File: src/sv/mkd_pkg.sv
// Package for the matrix keypad debouncer: sizes, queue entry and status types,
// and the seven-segment hex table. No dependencies.
`timescale 1ns / 1ps
`default_nettype none

package mkd_pkg;

    // Keypad geometry and debounce depth.
    localparam int HISTORY_LENGTH = 10;
    localparam int COLUMN_COUNT   = 4;
    localparam int ROW_COUNT      = 4;

    // Widths of column, sense, key, segment, digit, position and index fields.
    localparam int COLUMN_W   = 2;
    localparam int SENSE_W    = 4;
    localparam int KEY_W      = 4;
    localparam int SEG_W      = 8;
    localparam int DIGIT_W    = 8;
    localparam int POSITION_W = 3;
    localparam int COL_IDX_W  = (COLUMN_COUNT > 1) ? $clog2(COLUMN_COUNT) : 1;
    localparam int ROW_IDX_W  = (ROW_COUNT > 1) ? $clog2(ROW_COUNT) : 1;

    // Event queue between the classifier and the result serializer.
    localparam int QUEUE_DEPTH = 4;
    localparam int QUEUE_AW    = $clog2(QUEUE_DEPTH);

    localparam logic [POSITION_W-1:0] DIGIT_POSITION_RESET = POSITION_W'(7);

    // One queued sample: its column, the keys that became pressed and the
    // digit select that was in force when it was taken.
    typedef struct packed {
        logic [COLUMN_W-1:0]  column;
        logic [ROW_COUNT-1:0] fall_mask;
        logic [DIGIT_W-1:0]   digit_select;
    } t_event;

    typedef struct packed {
        logic full;
        logic empty;
    } t_queue_status;

    // Common-anode hex pattern (active low segments) for a key number.
    function automatic logic [SEG_W-1:0] hex_segments(input logic [KEY_W-1:0] idx);
        logic [SEG_W-1:0] seg;
        case (idx)
            4'h0: seg = 8'hC0;
            4'h1: seg = 8'hF9;
            4'h2: seg = 8'hA4;
            4'h3: seg = 8'hB0;
            4'h4: seg = 8'h99;
            4'h5: seg = 8'h92;
            4'h6: seg = 8'h82;
            4'h7: seg = 8'hF8;
            4'h8: seg = 8'h80;
            4'h9: seg = 8'h90;
            4'hA: seg = 8'h88;
            4'hB: seg = 8'h83;
            4'hC: seg = 8'hC6;
            4'hD: seg = 8'hA1;
            4'hE: seg = 8'h86;
            4'hF: seg = 8'h8E;
            default: seg = 8'hFF;
        endcase
        return seg;
    endfunction

endpackage

`default_nettype wire

File: src/sv/mkd_front.sv
// Front part of the keypad debouncer: accepts scan samples, keeps the
// per-key shift histories and stable levels, and classifies new presses.
// Depends on mkd_pkg.
`timescale 1ns / 1ps
`default_nettype none

module mkd_front (
    input  wire logic                              i_clk,
    input  wire logic                              i_rst_n,
    input  wire logic                              i_in_valid,
    output logic                                   o_in_ready,
    input  wire logic [mkd_pkg::COLUMN_W-1:0]      i_column,
    input  wire logic [mkd_pkg::SENSE_W-1:0]       i_sense_levels,
    input  wire logic [mkd_pkg::DIGIT_W-1:0]       i_digit_select,
    input  wire mkd_pkg::t_queue_status            i_queue_status,
    output logic                                   o_push,
    output mkd_pkg::t_event                        o_event
);

    logic                                 w_accept;
    logic                                 w_col_ok;
    logic [mkd_pkg::COL_IDX_W-1:0]        w_col_idx;
    logic [mkd_pkg::ROW_COUNT-1:0]        w_fall;

    // An item is taken whenever the queue has room for its events.
    assign o_in_ready = !i_queue_status.full;
    assign w_accept   = i_in_valid && o_in_ready;
    assign w_col_ok   = 32'(i_column) < mkd_pkg::COLUMN_COUNT;
    assign w_col_idx  = mkd_pkg::COL_IDX_W'(i_column);

    // One lane per row; each lane holds the keys of that row, one per column.
    for (genvar r = 0; r < mkd_pkg::ROW_COUNT; r++) begin : g_lane
        logic [mkd_pkg::HISTORY_LENGTH-1:0] r_hist [mkd_pkg::COLUMN_COUNT];
        logic [mkd_pkg::COLUMN_COUNT-1:0]   r_stable;
        logic [mkd_pkg::HISTORY_LENGTH-1:0] w_hist_new;
        logic                               w_bit;
        logic                               w_prev;
        logic                               w_now;

        // Rows without a sense bit always read as released.
        if (r < mkd_pkg::SENSE_W) begin : g_sensed
            assign w_bit = i_sense_levels[r];
        end else begin : g_unsensed
            assign w_bit = 1'b1;
        end

        assign w_hist_new = {r_hist[w_col_idx][mkd_pkg::HISTORY_LENGTH-2:0], w_bit};
        assign w_prev     = r_stable[w_col_idx];

        // All low means pressed, all high means released, else hold.
        always_comb begin
            w_now = w_prev;
            if (&w_hist_new) begin
                w_now = 1'b1;
            end else if (~|w_hist_new) begin
                w_now = 1'b0;
            end
        end

        assign w_fall[r] = w_prev && !w_now;

        always_ff @(posedge i_clk) begin
            if (!i_rst_n) begin
                for (int c = 0; c < mkd_pkg::COLUMN_COUNT; c++) begin
                    r_hist[c] <= '1;
                end
                r_stable <= '1;
            end else if (w_accept && w_col_ok) begin
                r_hist[w_col_idx]   <= w_hist_new;
                r_stable[w_col_idx] <= w_now;
            end
        end
    end

    // Only samples that cause at least one press go into the queue.
    assign o_push               = w_accept && w_col_ok && (|w_fall);
    assign o_event.column       = i_column;
    assign o_event.fall_mask    = w_fall;
    assign o_event.digit_select = i_digit_select;

endmodule

`default_nettype wire

File: src/sv/mkd_queue.sv
// Short event queue between the debouncer front and the result serializer.
// Depends on mkd_pkg.
`timescale 1ns / 1ps
`default_nettype none

module mkd_queue (
    input  wire logic               i_clk,
    input  wire logic               i_rst_n,
    input  wire logic               i_push,
    input  wire mkd_pkg::t_event    i_event,
    input  wire logic               i_pop,
    output mkd_pkg::t_event         o_event,
    output mkd_pkg::t_queue_status  o_status
);

    localparam int CountW = mkd_pkg::QUEUE_AW + 1;

    mkd_pkg::t_event                r_entry [mkd_pkg::QUEUE_DEPTH];
    logic [mkd_pkg::QUEUE_AW-1:0]   r_wr_ptr;
    logic [mkd_pkg::QUEUE_AW-1:0]   r_rd_ptr;
    logic [CountW-1:0]              r_count;

    assign o_status.full  = (r_count == CountW'(mkd_pkg::QUEUE_DEPTH));
    assign o_status.empty = (r_count == '0);
    assign o_event        = r_entry[r_rd_ptr];

    // Entry storage needs no reset.
    always_ff @(posedge i_clk) begin
        if (i_push) begin
            r_entry[r_wr_ptr] <= i_event;
        end
    end

    // Pointers and fill count.
    always_ff @(posedge i_clk) begin
        if (!i_rst_n) begin
            r_wr_ptr <= '0;
            r_rd_ptr <= '0;
            r_count  <= '0;
        end else begin
            if (i_push) begin
                r_wr_ptr <= r_wr_ptr + 1'b1;
            end
            if (i_pop) begin
                r_rd_ptr <= r_rd_ptr + 1'b1;
            end
            if (i_push && !i_pop) begin
                r_count <= r_count + 1'b1;
            end else if (!i_push && i_pop) begin
                r_count <= r_count - 1'b1;
            end
        end
    end

    // The fill count never passes the depth.
    a_count_bound: assert property (@(posedge i_clk) disable iff (!i_rst_n)
        r_count <= CountW'(mkd_pkg::QUEUE_DEPTH))
        else $error("event queue count above depth");

    // The front never pushes into a full queue.
    a_no_overflow: assert property (@(posedge i_clk) disable iff (!i_rst_n)
        !(i_push && o_status.full))
        else $error("event queue overflow");

    // The back never pops an empty queue.
    a_no_underflow: assert property (@(posedge i_clk) disable iff (!i_rst_n)
        !(i_pop && o_status.empty))
        else $error("event queue underflow");

endmodule

`default_nettype wire

File: src/sv/mkd_back.sv
// Back part of the keypad debouncer: walks the pressed keys of the queued
// sample in row order and presents one result item per key in an output
// register. Depends on mkd_pkg.
`timescale 1ns / 1ps
`default_nettype none

module mkd_back (
    input  wire logic                           i_clk,
    input  wire logic                           i_rst_n,
    input  wire mkd_pkg::t_event                i_event,
    input  wire mkd_pkg::t_queue_status         i_queue_status,
    output logic                                o_pop,
    output logic                                o_out_valid,
    input  wire logic                           i_out_ready,
    output logic [mkd_pkg::KEY_W-1:0]           o_key_index,
    output logic [mkd_pkg::SEG_W-1:0]           o_segment_code,
    output logic [mkd_pkg::DIGIT_W-1:0]         o_digit_select,
    output logic                                o_last_of_run
);

    logic [mkd_pkg::ROW_COUNT-1:0]  r_done;
    logic [mkd_pkg::ROW_COUNT-1:0]  n_done;
    logic                           r_out_valid;
    logic [mkd_pkg::KEY_W-1:0]      r_key_index;
    logic [mkd_pkg::SEG_W-1:0]      r_segment_code;
    logic [mkd_pkg::DIGIT_W-1:0]    r_digit_select;
    logic                           r_last_of_run;

    logic [mkd_pkg::ROW_COUNT-1:0]  w_remaining;
    logic [mkd_pkg::ROW_COUNT-1:0]  w_sel_onehot;
    logic [mkd_pkg::ROW_IDX_W-1:0]  w_sel_row;
    logic                           w_more;
    logic                           w_load;
    logic [mkd_pkg::KEY_W-1:0]      w_key;

    // Keys of the head sample not yet sent.
    assign w_remaining = i_event.fall_mask & ~r_done;

    // Pick the lowest remaining row.
    always_comb begin
        w_sel_row = '0;
        for (int r = mkd_pkg::ROW_COUNT - 1; r >= 0; r--) begin
            if (w_remaining[r]) begin
                w_sel_row = mkd_pkg::ROW_IDX_W'(r);
            end
        end
    end

    assign w_sel_onehot = mkd_pkg::ROW_COUNT'(1) << w_sel_row;
    assign w_more       = |(w_remaining & ~w_sel_onehot);
    assign w_key        = mkd_pkg::KEY_W'(32'(i_event.column) * mkd_pkg::ROW_COUNT
                                          + 32'(w_sel_row));

    // With a sample queued, load the output register if empty or being taken.
    assign w_load = !i_queue_status.empty && (!r_out_valid || i_out_ready);
    assign o_pop  = w_load && !w_more;

    always_comb begin
        n_done = r_done;
        if (o_pop) begin
            n_done = '0;
        end else if (w_load) begin
            n_done = r_done | w_sel_onehot;
        end
    end

    // Control state.
    always_ff @(posedge i_clk) begin
        if (!i_rst_n) begin
            r_done      <= '0;
            r_out_valid <= 1'b0;
        end else begin
            r_done <= n_done;
            if (w_load) begin
                r_out_valid <= 1'b1;
            end else if (i_out_ready) begin
                r_out_valid <= 1'b0;
            end
        end
    end

    // Result payload.
    always_ff @(posedge i_clk) begin
        if (w_load) begin
            r_key_index    <= w_key;
            r_segment_code <= ~mkd_pkg::hex_segments(w_key);
            r_digit_select <= i_event.digit_select;
            r_last_of_run  <= !w_more;
        end
    end

    assign o_out_valid    = r_out_valid;
    assign o_key_index    = r_key_index;
    assign o_segment_code = r_segment_code;
    assign o_digit_select = r_digit_select;
    assign o_last_of_run  = r_last_of_run;

    // A result that is not the last of its sample is followed at once.
    a_run_continues: assert property (@(posedge i_clk) disable iff (!i_rst_n)
        (r_out_valid && i_out_ready && !r_last_of_run) |=> r_out_valid)
        else $error("result run broken before its last item");

endmodule

`default_nettype wire

File: src/sv/matrix_keypad_debouncer.sv
// Top level of the 4x4 matrix keypad debouncer.
// Depends on mkd_pkg, mkd_front, mkd_queue and mkd_back.
//
// Usage:
//   Input channel (i_in_valid / o_in_ready) carries one scan sample per item:
//   the driven column and its four active-low row levels. Each key keeps a
//   ten-sample history; a key whose debounced level falls to pressed yields
//   one result item on the output channel (o_out_valid / i_out_ready), in row
//   order, with its key number, inverted hex segment code, inverted digit
//   select and a flag on the final result of that sample.
//   Throughput: one sample per cycle while the four-entry event queue has
//   room; results leave at one per cycle from the output register while
//   the receiver is ready.
//   The first result of a sample is queued when the sample is accepted and
//   is loaded into the output register once that register is free.
//   Samples that press no key produce nothing and use no queue slot.
//   Reset: all histories and debounced levels go to released, the queue
//   empties and the digit position returns to 7.
//   When the receiver stalls, the result holds in the output register, the
//   queue fills, and o_in_ready drops once four samples with presses wait.
//   i_cfg_we writes the digit position; write it only while the block is idle.
`timescale 1ns / 1ps
`default_nettype none

module matrix_keypad_debouncer (
    input  wire logic                               i_clk,
    input  wire logic                               i_rst_n,
    input  wire logic                               i_cfg_we,
    input  wire logic [mkd_pkg::POSITION_W-1:0]     i_cfg_data,
    input  wire logic                               i_in_valid,
    output logic                                    o_in_ready,
    input  wire logic [mkd_pkg::COLUMN_W-1:0]       i_column,
    input  wire logic [mkd_pkg::SENSE_W-1:0]        i_sense_levels,
    output logic                                    o_out_valid,
    input  wire logic                               i_out_ready,
    output logic [mkd_pkg::KEY_W-1:0]               o_key_index,
    output logic [mkd_pkg::SEG_W-1:0]               o_segment_code,
    output logic [mkd_pkg::DIGIT_W-1:0]             o_digit_select,
    output logic                                    o_last_of_run
);

    logic [mkd_pkg::POSITION_W-1:0]  r_digit_position;
    logic [mkd_pkg::DIGIT_W-1:0]     w_digit_select;
    logic                            w_push;
    logic                            w_pop;
    mkd_pkg::t_event                 w_push_event;
    mkd_pkg::t_event                 w_head_event;
    mkd_pkg::t_queue_status          w_queue_status;

    // Digit position register.
    always_ff @(posedge i_clk) begin
        if (!i_rst_n) begin
            r_digit_position <= mkd_pkg::DIGIT_POSITION_RESET;
        end else if (i_cfg_we) begin
            r_digit_position <= i_cfg_data;
        end
    end

    // Active-low one-hot digit select.
    assign w_digit_select = ~(mkd_pkg::DIGIT_W'(1) << r_digit_position);

    mkd_front u_front (
        .i_clk          (i_clk),
        .i_rst_n        (i_rst_n),
        .i_in_valid     (i_in_valid),
        .o_in_ready     (o_in_ready),
        .i_column       (i_column),
        .i_sense_levels (i_sense_levels),
        .i_digit_select (w_digit_select),
        .i_queue_status (w_queue_status),
        .o_push         (w_push),
        .o_event        (w_push_event)
    );

    mkd_queue u_queue (
        .i_clk    (i_clk),
        .i_rst_n  (i_rst_n),
        .i_push   (w_push),
        .i_event  (w_push_event),
        .i_pop    (w_pop),
        .o_event  (w_head_event),
        .o_status (w_queue_status)
    );

    mkd_back u_back (
        .i_clk          (i_clk),
        .i_rst_n        (i_rst_n),
        .i_event        (w_head_event),
        .i_queue_status (w_queue_status),
        .o_pop          (w_pop),
        .o_out_valid    (o_out_valid),
        .i_out_ready    (i_out_ready),
        .o_key_index    (o_key_index),
        .o_segment_code (o_segment_code),
        .o_digit_select (o_digit_select),
        .o_last_of_run  (o_last_of_run)
    );

endmodule

`default_nettype wire

File: config.mk
export PLATFORM = sky130hd
export DESIGN_NAME = matrix_keypad_debouncer
export DESIGN_NICKNAME = d
export VERILOG_FILES = /design/src/sv/mkd_pkg.sv /design/src/sv/mkd_front.sv /design/src/sv/mkd_queue.sv /design/src/sv/mkd_back.sv /design/src/sv/matrix_keypad_debouncer.sv
export SDC_FILE = /design/constraint.sdc
export NUM_CORES = 1
export LEC_CHECK = 0
export CAP_MARGIN = 20
export CORE_ASPECT_RATIO = 0.75
export CORE_MARGIN = 8
export CORE_UTILIZATION = 35
export DETAILED_ROUTE_END_ITERATION = 10
export DONT_BUFFER_PORTS = 1
export GPL_TIMING_DRIVEN = 0
export PLACE_DENSITY = 0.55
export SKIP_CTS_REPAIR_TIMING = 1
export SYNTH_ARGS = -nofsm -noshare
export SYNTH_HDL_FRONTEND = slang
export SYNTH_SLANG_ARGS = --single-unit
export TNS_END_PERCENT = 10
File: constraint.sdc
create_clock -name i_clk -period 6.05 [get_ports i_clk]
set_input_delay 0 -clock i_clk [delete_from_list [all_inputs] [get_ports i_clk]]
set_output_delay 0 -clock i_clk [all_outputs]
set_load 0.01 [all_outputs]
==> summary.txt <==
drt wl/cell: 21.24 microns
Slowest-stage cell, CP: mux4_2
WP buf/inv: 3
RSZ-0062 raised after global routing: false
worst r2r path cells: 13
post-route cell area: 0.01260 sq mm
layout cells sized above 1: 0.2135
CTS tree: built
Total Routing Usage GR: 0.1317
Max Cap Viol: 0
Crit path largest cell delay: 0.56 ns
Placeable Area: 0.03104 sq mm
Clock Path Buffers: 3
IO Count: 37
cell with the most instances after synthesis: edfxtp_1
Cell Count Post-Placement: 1,097
first-pass GRT wire length: 38,020 microns
fill count: 2,758
global placement routability congestion: 0.7951
worst IR drop on VDD: 0.2269 mV
Post-synth top flop: edfxtp_1
worst hold path endpoint: u_front.g_lane[0].r_stable[2]$_SDFFE_PN1P_
minimum clock period after layout: 4.164 ns
vias in the first global route: 6,402
worst-path fanout max: 8
Pwr per Cell Area: 287.5 mW/mm^2
count of cell types in the netlist: 48
Synth top area share: 0.6034
Peak Freq: 240.1 MHz
area delta synth->final: 15.07%
CTS clock-pin slew for the worst setup and hold paths: 0.06 ns
chip width: 220.2 microns
Routed WL: 24,630 microns
Synth area leaders: edfxtp_1 (60%), mux4_2 (10%), dfxtp_1 (6.0%), or3_1 (4.3%), nand2b_1 (2.3%)
dpl cell area: 0.01163 sq mm
initial drt markers: 417
final setup fails: 0
final period utilization: 0.6883
CP Launch Type: register
H-tree depth: 1
critical path type: register to register
commonest cells in the netlist: edfxtp_1 (220), or3_1 (75), mux4_2 (49)
worst skew pair latency: 0.53 ns
Post-synth EDFFs: 220
largest net degree at the start of global routing: 24
DRT Pass-1 Iters: 5
Worst Setup End Kind: register
Mapped Cells: 684
total gr overflow: 0
number of buffers created by CTS: 27
yosys warns: 0
worst r2r dst: u_queue.r_count[2]$_SDFFE_PN0P_
Antenna Violating Nets Remaining: 0
leakage power total: 3.527 nW
root buffer cell: clkbuf_16
Avg Cell Area, Syn: 16.01 sq um
Worst Hold Path Cells: 4
area leader, netlist: edfxtp_1
critical path's top delay family: compound AO/OA/AOI/OAI gates
slack of the critical path: 1.886 ns
DR vias: 6,087
Final Hold Viols: 0
Critical Path, Cell by Cell: buf_2 > mux4_2 > nor2b_1 > o211ai_1 > inv_1 > ha_1 > o2111ai_1 > ha_1 > inv_1 > fa_1 > xor2_1 > or3_1 > a21oi_1
placed wire-length estimate: 15,900 microns
Final #Nets: 760
fin. max-slew vios: 0
Via density: 5.247
PortBufs: 0
Finished Core Util: 0.4059
DRC: 0
Least-Margin Pin Slew: 1.019 ns
WP data required: 6.49 ns
status: completed
clk_skew: 0.01799 ns
mapped cell area: 0.01095 sq mm
die height: 169.2 microns
initial core utilization: 0.3527
Place WS: 1.900 ns
FF+latch count, synth: 253
HP Start: i_sense_levels[0]
sequential-to-total area share from yosys stat: 0.6638
CTS Sinks: 253
final non-filler cell total: 1,160
FF-to-FF setup slack: 1.89 ns
syn nets: 710
Hold Crit Class: input port to register
critical path arrival: 4.61 ns
Rows: 56
initial antenna violation count: 0
Post-synth ARST share: 0
die area: 0.03725 sq mm
Ant. Diodes: 0
Max-slew headroom: 0.3209
per-layer routing:
layer  up-vias  wire length, microns  global-route usage  share of wire
met3        29                  1189             0.02244          0.048
met5         -                     0                   0              0
met2       143                 11840              0.2133           0.48
met1      3152                 11220              0.1821           0.46
met4         0                   380             0.03467          0.015
li1       2763                     -                   -              -
final cells by class:
type / instances / area [sq um] / share of cell area
Buffer: 45 / 219.0 / 0.01738
Clock buffer: 29 / 683.2 / 0.05423
Clock inverter: 20 / 143.9 / 0.01142
Inverter: 15 / 56.30 / 0.004469
Multi-Input combinational cell: 371 / 3448 / 0.2737
Sequential cell: 253 / 7267 / 0.5768
Tap cell: 406 / 508.0 / 0.04032
Timing Repair Buffer: 21 / 272.8 / 0.02165
cells by family (layout without fill, tap and decap cells):
family / Yosys count / after routing / synth area share
DFF: 253 / 253 / 0.6638
and+or+nand+nor: 244 / 244 / 0.1395
muxes: 62 / 62 / 0.1217
buffers and inverters: 60 / 130 / 0.02514
AOI/OAI and AO/OA: 49 / 49 / 0.03269
adders and majority gates: 12 / 12 / 0.01440
xor gates and xnor gates: 3 / 3 / 0.002400
other: 1 / 1 / 0.0003425
worst max path at each step:
stage,start,cells past startpoint,end,slack [ns]
2_1_floorplan,u_queue.r_count[0]$_SDFFE_PN0P_,4,u_front.g_lane[0].r_hist[0][0]$_SDFFCE_PN1P_,1.84
3_3_place_gp,u_queue.r_count[0]$_SDFFE_PN0P_,4,u_front.g_lane[1].r_hist[0][2]$_SDFFCE_PN1P_,-1.08
3_5_place_dp,register,13,u_queue.r_count[2]$_SDFFE_PN0P_,1.90
4_1_cts,register,13,u_queue.r_count[2]$_SDFFE_PN0P_,1.88
5_1_grt,register,13,u_queue.r_count[2]$_SDFFE_PN0P_,1.50
6_report,register,13,u_queue.r_count[2]$_SDFFE_PN0P_,1.89
worst reg2reg max path: cells and delay by family, from the launching register on:
kind	cells	cell delay [ns]
AOI/OAI and AO/OA	3	1.09
xor gates and xnor gates	1	0.15
buffers and inverters	3	0.45
muxes	1	0.56
adders and majority gates	3	1.05
and+or+nand+nor	2	0.48
DFF	1	0.31
flip-flops by register name, indices dropped and copies added, names as in the netlist, 4 cells and up, named ones only:
register,count
u_back.o_segment_code,7
u_back.o_key_index,4
u_queue.r_entry,56
u_back.r_done,4
u_front.g_lane.r_hist,144
u_back.o_digit_select,8
u_front.g_lane.r_stable,16
where the power goes:
group	switching, mW	leakage [nW]	total [mW]	internal [mW]
clock network	0.647	0.405	1.54	0.895
registers	0.00360	1.92	1.91	1.90
logic	0.116	1.20	0.173	0.0564
total	0.767	3.53	3.62	2.86
cell usage in the layout, fill, tap and decap left out, types with 14 or more instances in the layout:
cell,Yosys,layout
clkbuf_1,31,33
clkbuf_16,0,27
dfxtp_1,33,33
dlygate4sd3_1,0,14
edfxtp_1,220,220
inv_1,15,15
mux4_2,49,49
nand2_1,22,21
nand2b_1,41,41
nor2_1,21,21
or2_2,36,36
or3_1,75,75
per-stage QoR:
| stage | hold WS [ns] | TNS [ns] | power, mW |
|---|---|---|---|
| after floorplan | 0.09887 | 0 | 2.043 |
| after global placement | 0.09959 | -41.64 | 2.099 |
| after detailed placement | 0.09956 | 0 | 2.108 |
| after CTS | -0.4438 | 0 | 3.645 |
| after global routing | 0.03398 | 0 | 3.737 |
| final | 0.008786 | 0 | 3.622 |
(Power assumes the default switching activity.)
